### src/gasp_pkg.sv
// Shared types, constants and helpers for the glyph atlas shelf packer.
package gasp_pkg;

	localparam int NUM_CODES_DEF = 4096;
	localparam int CODE_W        = 12;
	localparam int GLYPH_W       = 8;
	localparam int BEAR_W        = 10;
	localparam int COORD_W       = 13;
	localparam int FONT_W        = 8;
	localparam int IDX_EXT_W     = 17;
	localparam int CFG_IDX_W     = 1;

	localparam logic [COORD_W-1:0] COORD_MAX   = 13'd8191;
	localparam logic [FONT_W-1:0]  FONT_RESET  = 8'd16;
	localparam logic [COORD_W-1:0] ATLAS_RESET = 13'd512;

	localparam logic [CFG_IDX_W-1:0] REG_FONT_SIZE   = 1'b0;
	localparam logic [CFG_IDX_W-1:0] REG_ATLAS_WIDTH = 1'b1;

	typedef struct packed {
		logic [BEAR_W-1:0]  glyph_top;
		logic [BEAR_W-1:0]  glyph_left;
		logic [GLYPH_W-1:0] glyph_rows;
		logic [GLYPH_W-1:0] glyph_width;
		logic [CODE_W-1:0]  char_code;
	} req_t;

	typedef struct packed {
		logic [BEAR_W-1:0]  bearing_y;
		logic [BEAR_W-1:0]  bearing_x;
		logic [COORD_W-1:0] rect_y1;
		logic [COORD_W-1:0] rect_x1;
		logic [COORD_W-1:0] rect_y0;
		logic [COORD_W-1:0] rect_x0;
	} entry_t;

	localparam int REQ_W   = $bits(req_t);
	localparam int ENTRY_W = $bits(entry_t);

	typedef struct packed {
		logic [FONT_W-1:0]  font_size;
		logic [COORD_W-1:0] atlas_width;
	} cfg_t;

	function automatic logic [COORD_W-1:0] sat_add(input logic [COORD_W-1:0] a,
			input logic [GLYPH_W:0] b);
		logic [COORD_W:0] s;
		s = {1'b0, a} + {{(COORD_W-GLYPH_W){1'b0}}, b};
		return s[COORD_W] ? COORD_MAX : s[COORD_W-1:0];
	endfunction

	function automatic logic [GLYPH_W-1:0] max8(input logic [GLYPH_W-1:0] a,
			input logic [GLYPH_W-1:0] b);
		return (a > b) ? a : b;
	endfunction

endpackage

### src/gasp_shelf.sv
// Shelf cursor state and placement of one glyph on a table miss.
module gasp_shelf import gasp_pkg::*; (
	input  logic   clk,
	input  logic   arst_n,
	input  logic   commit,
	input  req_t   req,
	input  cfg_t   cfg,
	output entry_t placed
);

	logic [COORD_W-1:0] cursor_x_q, cursor_y_q;
	logic [GLYPH_W-1:0] widest_q, tallest_q;

	logic [GLYPH_W-1:0] span_w, span_h, half;
	logic               wrap, blank;
	logic [COORD_W-1:0] cx, cy, next_x;

	always_comb begin
		span_w = max8(widest_q, cfg.font_size);
		span_h = max8(tallest_q, cfg.font_size);
		wrap   = ({1'b0, cursor_x_q} + {{(COORD_W-GLYPH_W+1){1'b0}}, span_w})
			> {1'b0, cfg.atlas_width};
		cx     = wrap ? '0 : cursor_x_q;
		cy     = wrap ? sat_add(cursor_y_q, {1'b0, span_h}) : cursor_y_q;
		blank  = (req.glyph_width == '0) || (req.glyph_rows == '0);
		half   = cfg.font_size >> 1;

		placed.rect_x0 = cx;
		placed.rect_y0 = cy;
		if (blank) begin
			placed.rect_x1   = sat_add(cx, {1'b0, half});
			placed.rect_y1   = (cfg.font_size == '0) ? cy
				: sat_add(cy, {1'b0, cfg.font_size - 8'd1});
			placed.bearing_x = '0;
			placed.bearing_y = {{(BEAR_W-FONT_W){1'b0}}, cfg.font_size} - 10'd1;
			next_x           = sat_add(cx, {1'b0, half});
		end else begin
			placed.rect_x1   = sat_add(cx, {1'b0, req.glyph_width});
			placed.rect_y1   = sat_add(cy, {1'b0, req.glyph_rows});
			placed.bearing_x = req.glyph_left;
			placed.bearing_y = req.glyph_top;
			next_x           = sat_add(cx, {1'b0, req.glyph_width} + 9'd1);
		end
	end

	always_ff @(posedge clk or negedge arst_n) begin
		if (!arst_n) begin
			cursor_x_q <= '0;
			cursor_y_q <= '0;
			widest_q   <= '0;
			tallest_q  <= '0;
		end else if (commit) begin
			cursor_x_q <= next_x;
			cursor_y_q <= cy;
			if (!blank) begin
				widest_q  <= max8(widest_q, req.glyph_width);
				tallest_q <= max8(tallest_q, req.glyph_rows);
			end
		end
	end

endmodule

### config.mk
export PLATFORM = sky130hd
export DESIGN_NAME = gasp_shelf
export DESIGN_NICKNAME = d
export VERILOG_FILES = /design/src/gasp_pkg.sv /design/src/gasp_shelf.sv
export SDC_FILE = /design/constraint.sdc
export NUM_CORES = 1
export LEC_CHECK = 0
export BUFFER_PORTS_ARGS = -buffer_cell sky130_fd_sc_hd__buf_2
export CAP_MARGIN = 0
export CORE_MARGIN = 3
export CORE_UTILIZATION = 45
export DETAILED_ROUTE_END_ITERATION = 10
export PLACE_DENSITY = 0.66
export SYNTH_ARGS = -nofsm -noshare
export SYNTH_HDL_FRONTEND = slang
export SYNTH_SLANG_ARGS = --single-unit
### constraint.sdc
create_clock -name clk -period 21.1 [get_ports clk]
set_clock_uncertainty 0.2 [all_clocks]
set_input_delay 5.275 -clock clk [delete_from_list [all_inputs] [get_ports clk]]
set_output_delay 5.275 -clock clk [all_outputs]
set_load 0.01 [all_outputs]
After elaboration in Yosys (flattened, before gate mapping):

Index checks and enable logic that the tools add are counted.

* $add $sub $neg: 10
* order comparisons: 5
* multiplexer cells: 13
* bitwise gates (word level): 3
* reduce and logical (&&, ||, !) cells: 6

Operator list (count)
* 2-to-1 mux 13 bit: 10
* adder 13 x 8 -> 14 bit: 5
* 2-to-1 mux 46 bit: 1
* > comparator 8 bit: 4
* zero test 8 bit: 3
* 2-to-1 mux 8 bit: 2
* adder 13 x 7 -> 14 bit: 1
* adder 13 x 9 -> 14 bit: 1
* > comparator 14 x 13 -> 1 bit: 1
* adder 8 x 1 -> 9 bit, second input constant: 1
* subtractor 8 x 1 -> 9 bit, second input constant: 1
* subtractor 8 x 1 -> 8 bit, second input constant: 1
* AND reduction 3 bit: 2
* NOT 1 bit: 3
* logical OR 1 bit: 1

* bits in registers: 42
* input bits: 72
* word-level logic and storage cells: 41

Logic depth before layout (Yosys ltp):

Gate-level depths: netlist of run 1.

* depth in word-level cells: 9
* depth in mapped cells: 46
* depth with buffers taken out: 44

Worst setup path after synthesis of run 1:

OpenSTA, ideal clock, no wires.

* kind: input to output
* start point: input cfg[14] (netlist bit)
* end point: output placed[46] (netlist bit)
* arrival: 12731 ps
* required time: 15625 ps
* path slack: 2894 ps
* cell stages on the path: 38
* path buffers: 2
* path through: inv_1 > ha_1 > nor2b_1 > o21a_1 > o21ai_0 > nand2b_1 > a21oi_1 > o21ai_0 > o21ai_1 > mux2_2 > ha_1 > nor2b_1 > o21ai_0 > nand2b_1 > a21o_1 > a21o_1 > a21o_1 > a21oi_1 > [... 2 more ...] > ha_1 > nand3_2 > or3_1 > a31oi_1 > a21oi_1 > nand2_1 > buf_2 > buf_1 > nor2_1 > a31oi_1 > ha_1 > and2_1 > a21oi_1 > a21oi_2 > o41ai_4 > o21bai_1 > xnor2_1 > a222oi_1

RTL lines
* start, declared: RTL line gasp_shelf.sv:7 `input cfg_t cfg,`
* end, declared: RTL line gasp_shelf.sv:8 `output entry_t placed`

==> impl_metrics.prom, run 1 <==
# TYPE chip_impl_metric gauge
chip_impl_metric{name="worst_setup_hold_path_clk_slew",unit="ns"} 0.07
chip_impl_metric{name="timing.critical_path.slowest_cell_delay",unit="ns"} 0.48
chip_impl_metric{name="total_setup_violations_reported_at_the_end_of_the_flow",unit=""} 0
chip_impl_metric{name="grt_start_max_net_pins",unit=""} 43
chip_impl_info{name="worst_setup_path_startpoint",value="cfg[14]"} 1
chip_impl_metric{name="clk-insertion-delay-late",unit="ns"} 0.30
chip_impl_metric{name="share_of_flip_flops_with_an_asynchronous_set_or_reset_after_synthesis",unit="%"} 100
chip_impl_metric{name="cts-htree-levels",unit=""} 2
chip_impl_metric{name="crit_buf_inv",unit=""} 5
chip_impl_metric{name="drt_pass1_iterations",unit=""} 5
chip_impl_metric{name="diodes",unit=""} 0
chip_impl_metric{name="synth_cell_types",unit=""} 81
chip_impl_metric{name="die_area",unit="mm^2"} 0.0166
chip_impl_metric{name="max_slew.worst_pin.slew",unit="ns"} 1.07
chip_impl_metric{name="sequential_to_total_area_share_from_yosys_stat",unit="%"} 15.4
chip_impl_metric{name="placement_rows",unit=""} 44
chip_impl_metric{name="fmax",unit="MHz"} 51.4
chip_impl_metric{name="number_of_nets_in_the_synthesized_netlist",unit=""} 1034
chip_impl_info{name="synth_most_common_cell",value="sky130_fd_sc_hd__ha_1"} 1
chip_impl_metric{name="synth.yosys.warnings",unit=""} 0
chip_impl_info{name="tritoncts",value="done"} 1
chip_impl_metric{name="floorplan.io_pins",unit=""} 144
chip_impl_metric{name="route.vias.total",unit=""} 6741
chip_impl_metric{name="antenna_violations_before_repair",unit=""} 0
chip_impl_metric{name="synth.avg_cell_area",unit="um^2"} 7.87
chip_impl_metric{name="cts.hold.buffers_added",unit=""} 0
chip_impl_metric{name="mux_contribution_to_synthesized_area",unit="%"} 7.57
chip_impl_metric{name="wl_per_cell",unit="um"} 17.4
chip_impl_metric{name="share_of_yosys_cell_area_claimed_by_the_top_area_cell_type",unit="%"} 16.9
chip_impl_info{name="clock-root-buffer",value="sky130_fd_sc_hd__clkbuf_16"} 1
chip_impl_metric{name="routed_wl",unit="mm"} 20.3
chip_impl_metric{name="min_path_cells",unit=""} 1
chip_impl_info{name="holdPathEnd",value="cursor_x_q[3]"} 1
chip_impl_metric{name="global_route.overflow_total",unit=""} 0
chip_impl_metric{name="gr-usage-all-layers",unit="%"} 23.9
chip_impl_metric{name="die_height",unit="um"} 129
chip_impl_metric{name="cts.repair_timing.setup_buffer_count",unit=""} 0
chip_impl_metric{name="ff2ff_path_depth",unit=""} 41
chip_impl_metric{name="detail_route.vias_per_cell",unit=""} 5.78
chip_impl_metric{name="detailedRoute.firstIterationViolations",unit=""} 433
chip_impl_metric{name="timing.critical_path.fanout_max",unit=""} 18
chip_impl_metric{name="placement.io_buffers",unit=""} 131
chip_impl_info{name="r2r-start",value="widest_q[1]"} 1
chip_impl_metric{name="finalSetupTns",unit="ns"} 0
chip_impl_metric{name="finalWorstPathRequiredPeriod",unit="ns"} 19.45
chip_impl_info{name="critical_path.reg2reg.endpoint",value="cursor_x_q[10]"} 1
chip_impl_metric{name="grt_pass1_wl",unit="mm"} 31.8
chip_impl_metric{name="post_layout_nets",unit=""} 1151
chip_impl_info{name="synth_top_cells_by_count",value="sky130_fd_sc_hd__ha_1 (92), sky130_fd_sc_hd__a21oi_1 (77), sky130_fd_sc_hd__nor2_1 (76), sky130_fd_sc_hd__inv_1 (74), sky130_fd_sc_hd__nand2_1 (64)"} 1
chip_impl_info{name="cpMaxStageDelayCell",value="sky130_fd_sc_hd__o311ai_4"} 1
chip_impl_info{name="setup_repair_after_global_routing_missed_its_margin",value="no"} 1
chip_impl_info{name="setup.worst_path.class",value="primary input to output port"} 1
chip_impl_metric{name="cts_sinks",unit=""} 42
chip_impl_info{name="hold_path.class",value="flop to flop"} 1
chip_impl_metric{name="synth_simple_gate_area_share",unit="%"} 19.2
chip_impl_metric{name="synth_enable_flop_cells",unit=""} 0
chip_impl_metric{name="drc_errors",unit=""} 0
chip_impl_metric{name="grt_pass1_vias",unit=""} 6069
chip_impl_info{name="timing.critical_path.from_type",value="primary input"} 1
chip_impl_info{name="holdCritStartpoint",value="cursor_x_q[3]"} 1
chip_impl_metric{name="yosys.area_share.xor_xnor",unit="%"} 7.46
chip_impl_metric{name="cp_data_required_time",unit="ns"} 15.62
chip_impl_metric{name="post_synth_inst_count",unit=""} 865
chip_impl_info{name="timing.critical_path.max_delay_family",value="compound AO/OA/AOI/OAI gates"} 1
chip_impl_info{name="cell_taking_the_most_area_after_synthesis",value="sky130_fd_sc_hd__ha_1"} 1
chip_impl_metric{name="synth-adder-area-share",unit="%"} 18.5
chip_impl_metric{name="finalWeightedCongestion",unit=""} 0.918
chip_impl_info{name="synth_flop_cell",value="sky130_fd_sc_hd__dfrtp_1"} 1
chip_impl_metric{name="final-hold-violation-count",unit=""} 0
chip_impl_metric{name="post_route_cells_drive_above_1_share",unit="%"} 22.5
chip_impl_metric{name="maxCapViolations",unit=""} 0
chip_impl_metric{name="dp_hpwl",unit="mm"} 16.2
chip_impl_info{name="dominant_combinational_cell_family_by_area_after_synthesis",value="compound AO/OA/AOI/OAI gates"} 1
chip_impl_metric{name="fp.dieW",unit="um"} 129
chip_impl_info{name="netlist_top_cells_area",value="sky130_fd_sc_hd__ha_1 (17%), sky130_fd_sc_hd__dfrtp_1 (15%), sky130_fd_sc_hd__mux2_2 (7.3%)"} 1
chip_impl_metric{name="numCtsBuffers",unit=""} 5
chip_impl_metric{name="final_critical_path_setup_slack",unit="ns"} 1.65
chip_impl_metric{name="final-max-slew-violation-count",unit=""} 0
chip_impl_metric{name="synth_compound_area_share",unit="%"} 25.8
chip_impl_metric{name="ctsLongestPathBuffers",unit=""} 2
chip_impl_metric{name="synth_area",unit="mm^2"} 0.00681
chip_impl_metric{name="regToRegSetupSlack",unit="ns"} 12.05
chip_impl_metric{name="place_ws",unit="ns"} 1.74
chip_impl_metric{name="synth-seq-cells",unit=""} 42
chip_impl_metric{name="syn_to_final_growth",unit="%"} 14.3
chip_impl_metric{name="core",unit="mm^2"} 0.0146
chip_impl_metric{name="max-slew-margin-rel",unit="%"} 28.4
chip_impl_metric{name="timing.critical_path.arrival",unit="ns"} 13.98
chip_impl_metric{name="cts_resized",unit=""} 0
chip_impl_info{name="end_kind",value="output port"} 1
chip_impl_info{name="result_of_the_run",value="finished clean"} 1
chip_impl_metric{name="route.antenna.remaining_nets",unit=""} 0
chip_impl_metric{name="fin_crit_sh",unit="%"} 92.2
chip_impl_metric{name="initial_utilization",unit="%"} 46.5
worst register-to-register path: cells and delay by family (launching register included):
kind / cells / cell delay [ns]
AO/OA/AOI/OAI: 20 / 4.25
adder cells (fa/ha/maj): 5 / 1.57
AND/OR/NAND/NOR: 11 / 1.42
flip-flops: 1 / 0.43
multiplexers: 1 / 0.43
XOR/XNOR: 2 / 0.33
buffers and inverters: 2 / 0.31
flip-flops by register name (all words and copies together) (netlist names):
signal      flops
cursor_x_q     13
widest_q        8
cursor_y_q     13
tallest_q       8
layer usage:
layer	vias to the layer above	global-route usage (%)	part of all wire (%)
met5	-	0	0
met4	0	5.31	1.4
met3	20	3.09	4.9
met2	174	35.9	43
met1	3163	36.4	50
li1	3384	-	-
stage by stage:
step	hold slack (ns)	instance area, um^2	util [%]	instances
after global routing	0.328	7790	53.2	1167
final	0.314	7790	53.2	1167
after CTS	0.313	7790	53.2	1167
after floorplan	0.270	6810	-	865
after global placement	0.290	7620	52.0	1159
after detailed placement	0.299	7620	52.0	1159
how the worst max path moves through the flow:
stage,endpoint,cells past startpoint
finish,placed[41],39
global route,placed[49],41
CTS,placed[49],41
detailed placement,placed[49],40
global placement,placed[51],40
floorplan,placed[46],38
cell type report:
type	count	area (um^2)
repair buffers	136	693
clock buffers	5	125
well taps	184	230
multi-input cells	718	5350
flip-flops and latches	42	1050
clock inverters	3	40.0
inverters	79	297
fillers	1472	6860
cell families after synthesis:
group / count (synthesis)
compound gates: 254
fa+ha+maj: 98
simple gates: 262
buf+inv: 105
mux: 46
xor+xnor: 58
flops: 42
layout by cell type (no fill, tap or decap), types with 11 or more instances in the layout:
cell / n
sky130_fd_sc_hd__buf_2: 131
sky130_fd_sc_hd__ha_1: 92
sky130_fd_sc_hd__a21oi_1: 77
sky130_fd_sc_hd__nor2_1: 76
sky130_fd_sc_hd__inv_1: 74
sky130_fd_sc_hd__nand2_1: 64
sky130_fd_sc_hd__mux2_2: 44
sky130_fd_sc_hd__dfrtp_1: 42
sky130_fd_sc_hd__xnor2_1: 39
sky130_fd_sc_hd__o21ai_0: 37
sky130_fd_sc_hd__a21o_1: 29
sky130_fd_sc_hd__and3_1: 24
sky130_fd_sc_hd__nand3_1: 20
sky130_fd_sc_hd__xor2_1: 19
sky130_fd_sc_hd__a31oi_1: 15
sky130_fd_sc_hd__nand2b_1: 13
sky130_fd_sc_hd__a211oi_1: 11
Power of run 1 is not shown: default switching activity piles up to over one toggle a cycle in this logic, so the estimate is an artifact.
==> run 2: changes to the inputs <==
==> constraint.sdc (replaced) <==
create_clock -name clk -period 25.1 [get_ports clk]
set_clock_uncertainty 0.2 [all_clocks]
set_input_delay 6.275 -clock clk [delete_from_list [all_inputs] [get_ports clk]]
set_output_delay 6.275 -clock clk [all_outputs]
set_load 0.01 [all_outputs]
==> run 2 against run 1 <==
  * Flip-flop and latch count is the same
  * Sequential share of layout area about the same
  * Utilization hardly changed
  * Global-route usage grew 0.59 points
  * Cell count did not move
  * Worst hold slack better by 0.0014 ns
  * First-iteration DRC count grew 19%
  * Routed wire length up 0.28%
  * Die area is the same
==> impl_metrics.prom, run 2 (synthesis results as in run 1) <==
# TYPE chip_impl_metric gauge
chip_impl_metric{name="finalWorstPathRequiredPeriod",unit="ns"} 21.36
chip_impl_info{name="setup_repair_after_global_routing_missed_its_margin",value="no"} 1
chip_impl_metric{name="max-slew-margin-rel",unit="%"} 28.5
chip_impl_info{name="worst_path_most_repeated_cell",value="sky130_fd_sc_hd__a21oi_1"} 1
chip_impl_metric{name="regToRegSetupSlack",unit="ns"} 15.97
chip_impl_metric{name="drc_errors",unit=""} 0
chip_impl_metric{name="dp_hpwl",unit="mm"} 16.2
chip_impl_metric{name="fp.dieW",unit="um"} 129
chip_impl_metric{name="ff2ff_path_depth",unit=""} 43
chip_impl_info{name="holdPathEnd",value="cursor_x_q[4]"} 1
chip_impl_metric{name="initial_utilization",unit="%"} 46.5
chip_impl_metric{name="fin_crit_sh",unit="%"} 85.1
chip_impl_metric{name="detailroute.wirelength.met2",unit="mm"} 8.74
chip_impl_metric{name="finalSetupTns",unit="ns"} 0
chip_impl_metric{name="detail_route.vias_per_cell",unit=""} 5.74
chip_impl_metric{name="grt_pass1_wl",unit="mm"} 32.5
chip_impl_metric{name="numCtsBuffers",unit=""} 5
chip_impl_metric{name="grt_start_max_net_pins",unit=""} 43
chip_impl_metric{name="route.vias.total",unit=""} 6704
chip_impl_metric{name="die_height",unit="um"} 129
chip_impl_metric{name="min_path_cells",unit=""} 1
chip_impl_info{name="setup.worst_path.class",value="primary input to output port"} 1
chip_impl_info{name="hold_path.class",value="flop to flop"} 1
chip_impl_metric{name="wl_met3",unit="mm"} 1.26
chip_impl_metric{name="cts.hold.buffers_added",unit=""} 0
chip_impl_metric{name="wl_per_cell",unit="um"} 17.4
chip_impl_metric{name="die_area",unit="mm^2"} 0.0166
chip_impl_metric{name="diodes",unit=""} 0
chip_impl_metric{name="place_area",unit="mm^2"} 0.00762
chip_impl_metric{name="crit_buf_inv",unit=""} 6
chip_impl_metric{name="post_layout_nets",unit=""} 1151
chip_impl_metric{name="cts-htree-levels",unit=""} 2
chip_impl_metric{name="drt_pass1_iterations",unit=""} 5
chip_impl_metric{name="timing.critical_path.fanout_max",unit=""} 21
chip_impl_metric{name="finalWeightedCongestion",unit=""} 0.911
chip_impl_info{name="timing.critical_path.from_type",value="primary input"} 1
chip_impl_metric{name="timing.critical_path.slowest_cell_delay",unit="ns"} 0.59
chip_impl_metric{name="grt_pass1_vias",unit=""} 6244
chip_impl_info{name="holdCritStartpoint",value="cursor_x_q[4]"} 1
chip_impl_metric{name="final_core_util",unit="%"} 53.2
chip_impl_info{name="timing.critical_path.max_delay_family",value="compound AO/OA/AOI/OAI gates"} 1
chip_impl_info{name="largest_registers",value="cursor_x_q: 13 flops, cursor_y_q: 13 flops"} 1
chip_impl_metric{name="worst_setup_hold_path_clk_slew",unit="ns"} 0.07
chip_impl_info{name="critical_path.reg2reg.endpoint",value="cursor_x_q[12]"} 1
chip_impl_metric{name="cp_data_required_time",unit="ns"} 18.62
chip_impl_metric{name="floorplan.io_pins",unit=""} 144
chip_impl_info{name="end_kind",value="output port"} 1
chip_impl_metric{name="fmax",unit="MHz"} 46.8
chip_impl_metric{name="core",unit="mm^2"} 0.0146
chip_impl_metric{name="gr-usage-all-layers",unit="%"} 24.5
chip_impl_metric{name="global_route.overflow_total",unit=""} 0
chip_impl_metric{name="detailedRoute.firstIterationViolations",unit=""} 516
chip_impl_info{name="cpMaxStageDelayCell",value="sky130_fd_sc_hd__o21ai_0"} 1
chip_impl_metric{name="max_slew.worst_pin.slew",unit="ns"} 1.07
chip_impl_metric{name="maxCapViolations",unit=""} 0
chip_impl_metric{name="placement.io_buffers",unit=""} 131
chip_impl_metric{name="cts_resized",unit=""} 0
chip_impl_metric{name="total_setup_violations_reported_at_the_end_of_the_flow",unit=""} 0
chip_impl_metric{name="cts.repair_timing.setup_buffer_count",unit=""} 0
chip_impl_metric{name="timing.critical_path.arrival",unit="ns"} 14.88
chip_impl_metric{name="num-fill-cells",unit=""} 1488
chip_impl_metric{name="antenna_violations_before_repair",unit=""} 0
chip_impl_metric{name="cts_sinks",unit=""} 42
chip_impl_metric{name="routed_wl",unit="mm"} 20.3
chip_impl_info{name="r2r-start",value="widest_q[1]"} 1
chip_impl_metric{name="clk-insertion-delay-late",unit="ns"} 0.30
chip_impl_metric{name="syn_to_final_growth",unit="%"} 14.4
chip_impl_metric{name="post_route_cells_drive_above_1_share",unit="%"} 22.5
chip_impl_info{name="top_layer_used",value="met4"} 1
chip_impl_metric{name="layout.cell_area.non_filler",unit="mm^2"} 0.00779
chip_impl_metric{name="route.antenna.remaining_nets",unit=""} 0
chip_impl_metric{name="wl_met1",unit="mm"} 10.0
chip_impl_info{name="clock-root-buffer",value="sky130_fd_sc_hd__clkbuf_16"} 1
chip_impl_info{name="tritoncts",value="done"} 1
chip_impl_metric{name="ctsLongestPathBuffers",unit=""} 2
chip_impl_info{name="most_frequent_cells_in_the_layout",value="sky130_fd_sc_hd__buf_2 (131), sky130_fd_sc_hd__ha_1 (92), sky130_fd_sc_hd__a21oi_1 (77)"} 1
chip_impl_metric{name="final-hold-violation-count",unit=""} 0
chip_impl_info{name="layout_commonest_cell",value="sky130_fd_sc_hd__buf_2"} 1
chip_impl_info{name="result_of_the_run",value="finished clean"} 1
chip_impl_metric{name="final-max-slew-violation-count",unit=""} 0
chip_impl_metric{name="placement_rows",unit=""} 44
[run 2: cell types whose count changed in the layout (fill, tap and decap cells not counted)]
cell and change:
sky130_fd_sc_hd__clkinvlp_4 +2, sky130_fd_sc_hd__clkinv_2 -2
[run 2: routing by layer]
layer,global-route usage [%],up-vias
met3,3.54,20
met2,36.2,182
met4,6.36,0
met1,37.2,3121
li1,-,3381
met5,0,-
[run 2: worst max path at each step]
stage	start	endpoint	cells after the start	slack (ns)
floorplan	cfg[14]	placed[46]	38	4.89
global placement	cfg[14]	placed[34]	42	3.88
detailed placement	cfg[14]	placed[34]	44	3.76
CTS	cfg[14]	placed[34]	44	3.75
global route	cfg[14]	placed[34]	44	2.97
finish	cfg[14]	placed[38]	45	3.74
[run 2: per-stage QoR]
stage / std cells / worst slack (ns) / hold slack [ns]
floorplan: 865 / 4.89 / 0.270
global placement: 1159 / 3.88 / 0.291
detailed placement: 1159 / 3.76 / 0.296
CTS: 1167 / 3.75 / 0.312
global route: 1167 / 2.97 / 0.334
finish: 1167 / 3.74 / 0.315
[run 2: cell type report]
type	count	area, um^2	share of cell area, %
timing repair buffer	136	693	8.90
clock inverter	3	45.0	0.578
inverter	79	297	3.81
clock buffer	5	125	1.61
multi-input combinational	718	5350	68.7
tap	184	230	2.95
sequential	42	1050	13.5
[run 2: worst register-to-register path, delay by kind of cell, from the launching register on]
family | cells | cell delay, ns
AO/OA/AOI/OAI | 21 | 4.58
flip-flops | 1 | 0.43
buffers and inverters | 3 | 0.39
adder cells (fa/ha/maj) | 6 | 1.75
XOR/XNOR | 2 | 0.33
AND/OR/NAND/NOR | 11 | 1.35
Power of run 2 is left out for the same reason.
==> run 3: changes to the inputs <==
--- a/config.mk
+++ b/config.mk
@@ -9,6 +9,7 @@
 export CAP_MARGIN = 0
 export CORE_MARGIN = 3
 export CORE_UTILIZATION = 45
+export CTS_BUF_LIST = sky130_fd_sc_hd__clkbuf_4
 export DETAILED_ROUTE_END_ITERATION = 10
 export PLACE_DENSITY = 0.66
 export SYNTH_ARGS = -nofsm -noshare
==> run 3 against run 2 <==
  * Worst hold slack better by 0.019 ns
  * Fmax up 0.10%
  * Flip-flop and latch count unchanged
  * Design area down 1.1%
  * Non-clock buffer count unchanged
  * Count of clock-buffer cells in the layout unchanged
  * Utilization down 0.58 points
  * Register-to-register slack better by 0.05 ns
  * Global-route usage about the same
  * Critical path depth down 1
  * First-iteration DRC count down 8.5%
==> impl_metrics.prom, run 3 (synthesis results as in run 1) <==
# TYPE chip_impl_metric gauge
chip_impl_info{name="result_of_the_run",value="finished clean"} 1
chip_impl_metric{name="timing.critical_path.slowest_cell_delay",unit="ns"} 0.67
chip_impl_metric{name="final-max-slew-violation-count",unit=""} 0
chip_impl_metric{name="die_area",unit="mm^2"} 0.0166
chip_impl_metric{name="global_route.overflow_total",unit=""} 0
chip_impl_info{name="setup_repair_after_global_routing_missed_its_margin",value="no"} 1
chip_impl_metric{name="placement.io_buffers",unit=""} 131
chip_impl_metric{name="finalWorstPathRequiredPeriod",unit="ns"} 21.33
chip_impl_metric{name="core",unit="mm^2"} 0.0146
chip_impl_metric{name="routed_wl",unit="mm"} 20.4
chip_impl_metric{name="critical_path_cell_count",unit=""} 44
chip_impl_metric{name="dp_hpwl",unit="mm"} 16.2
chip_impl_info{name="timing.critical_path.max_delay_family",value="compound AO/OA/AOI/OAI gates"} 1
chip_impl_metric{name="initial_utilization",unit="%"} 46.5
chip_impl_metric{name="cp_data_required_time",unit="ns"} 18.62
chip_impl_metric{name="cts-htree-levels",unit=""} 2
chip_impl_metric{name="die_height",unit="um"} 129
chip_impl_metric{name="numCtsBuffers",unit=""} 5
chip_impl_metric{name="grt_pass1_wl",unit="mm"} 32.4
chip_impl_metric{name="route.vias.total",unit=""} 6756
chip_impl_metric{name="crit_buf_inv",unit=""} 6
chip_impl_metric{name="fmax",unit="MHz"} 46.9
chip_impl_metric{name="maxCapViolations",unit=""} 0
chip_impl_metric{name="floorplan.io_pins",unit=""} 144
chip_impl_metric{name="post_layout_nets",unit=""} 1151
chip_impl_metric{name="final_critical_path_setup_slack",unit="ns"} 3.77
chip_impl_metric{name="timing.critical_path.arrival",unit="ns"} 14.86
chip_impl_metric{name="place_ws",unit="ns"} 3.76
chip_impl_metric{name="max-slew-margin-rel",unit="%"} 27.7
chip_impl_metric{name="ctsLongestPathBuffers",unit=""} 2
chip_impl_info{name="worst_setup_path_startpoint",value="cfg[14]"} 1
chip_impl_metric{name="grt_pass1_vias",unit=""} 6252
chip_impl_info{name="tritoncts",value="done"} 1
chip_impl_metric{name="grt_start_max_net_pins",unit=""} 43
chip_impl_metric{name="worst_setup_hold_path_clk_slew",unit="ns"} 0.17
chip_impl_info{name="clock-root-buffer",value="sky130_fd_sc_hd__clkbuf_4"} 1
chip_impl_metric{name="route.antenna.remaining_nets",unit=""} 0
chip_impl_metric{name="gr-usage-all-layers",unit="%"} 24.5
chip_impl_metric{name="total_setup_violations_reported_at_the_end_of_the_flow",unit=""} 0
chip_impl_info{name="critical_path.reg2reg.endpoint",value="cursor_x_q[12]"} 1
chip_impl_metric{name="cts_sinks",unit=""} 42
chip_impl_metric{name="cts.hold.buffers_added",unit=""} 0
chip_impl_info{name="layout_commonest_cell",value="sky130_fd_sc_hd__buf_2"} 1
chip_impl_info{name="hold_path.class",value="flop to flop"} 1
chip_impl_metric{name="post_route_cells_drive_above_1_share",unit="%"} 22.5
chip_impl_info{name="timing.critical_path.from_type",value="primary input"} 1
chip_impl_metric{name="final-hold-violation-count",unit=""} 0
chip_impl_metric{name="detailedRoute.firstIterationViolations",unit=""} 472
chip_impl_metric{name="regToRegSetupSlack",unit="ns"} 16.02
chip_impl_metric{name="syn_to_final_growth",unit="%"} 13.2
chip_impl_info{name="r2r-start",value="widest_q[1]"} 1
chip_impl_info{name="most_frequent_cells_in_the_layout",value="sky130_fd_sc_hd__buf_2 (131), sky130_fd_sc_hd__ha_1 (92), sky130_fd_sc_hd__a21oi_1 (77)"} 1
chip_impl_metric{name="fin_crit_sh",unit="%"} 85.0
chip_impl_metric{name="clk-insertion-delay-late",unit="ns"} 0.43
chip_impl_metric{name="cts_resized",unit=""} 0
chip_impl_metric{name="cts.repair_timing.setup_buffer_count",unit=""} 0
chip_impl_metric{name="finalWeightedCongestion",unit=""} 0.911
chip_impl_info{name="end_kind",value="output port"} 1
chip_impl_metric{name="timing.critical_path.fanout_max",unit=""} 22
chip_impl_metric{name="max_slew.worst_pin.slew",unit="ns"} 1.08
chip_impl_metric{name="antenna_violations_before_repair",unit=""} 0
chip_impl_info{name="largest_registers",value="cursor_x_q: 13 flops, cursor_y_q: 13 flops"} 1
chip_impl_info{name="cp-endpoint",value="placed[33]"} 1
chip_impl_metric{name="ff2ff_path_depth",unit=""} 43
chip_impl_metric{name="wl_per_cell",unit="um"} 17.5
chip_impl_metric{name="finalSetupTns",unit="ns"} 0
chip_impl_info{name="cpMaxStageDelayCell",value="sky130_fd_sc_hd__o31ai_4"} 1
chip_impl_metric{name="placement_rows",unit=""} 44
chip_impl_metric{name="drt_pass1_iterations",unit=""} 5
chip_impl_info{name="setup.worst_path.class",value="primary input to output port"} 1
chip_impl_metric{name="detail_route.vias_per_cell",unit=""} 5.78
chip_impl_info{name="worst_path_most_repeated_cell",value="sky130_fd_sc_hd__a21oi_1"} 1
chip_impl_metric{name="fp.dieW",unit="um"} 129
chip_impl_metric{name="drc_errors",unit=""} 0
-- run 3: cell types whose count changed in the layout (fill, tap and decap cells not counted), sizes merged --
| cell | before | now |
|---|---|---|
| diode | 0 | 1 |
-- run 3: how the worst min path moves through the flow --
| stage | start | end | depth (start not counted) |
|---|---|---|---|
| floorplan | cursor_x_q[3] | cursor_x_q[3] | 1 |
| global placement | cursor_x_q[3] | cursor_x_q[3] | 1 |
| detailed placement | cursor_x_q[5] | cursor_x_q[5] | 1 |
| CTS | cursor_x_q[5] | cursor_x_q[5] | 1 |
| global route | cursor_x_q[5] | cursor_x_q[5] | 1 |
| finish | cursor_x_q[4] | cursor_x_q[4] | 1 |
-- run 3: stage by stage --
step / hold WS, ns / utilization, % / area [um^2] / cells
global placement: 0.291 / 52.0 / 7620 / 1159
detailed placement: 0.296 / 52.0 / 7620 / 1159
CTS: 0.331 / 52.6 / 7700 / 1167
finish: 0.335 / 52.6 / 7710 / 1168
global route: 0.354 / 52.6 / 7700 / 1167
floorplan: 0.270 / - / 6810 / 865
-- run 3: metal layers --
metal	track usage, %	vias to the layer above	wire [um]
met4	6.49	0	363
met5	0	-	0
li1	-	3388	-
met2	36.2	196	8760
met3	3.54	26	1190
met1	37.1	3146	10100
-- run 3: cell type report --
cell class,instances,area [um^2]
antenna,1,2.50
clock buffer,5,37.5
clock inverter,3,45.0
fill,1496,6940
inverter,79,297
multi-input combinational,718,5350
sequential,42,1050
tap,184,230
timing repair buffer,136,693
Power of run 3 is left out for the same reason.
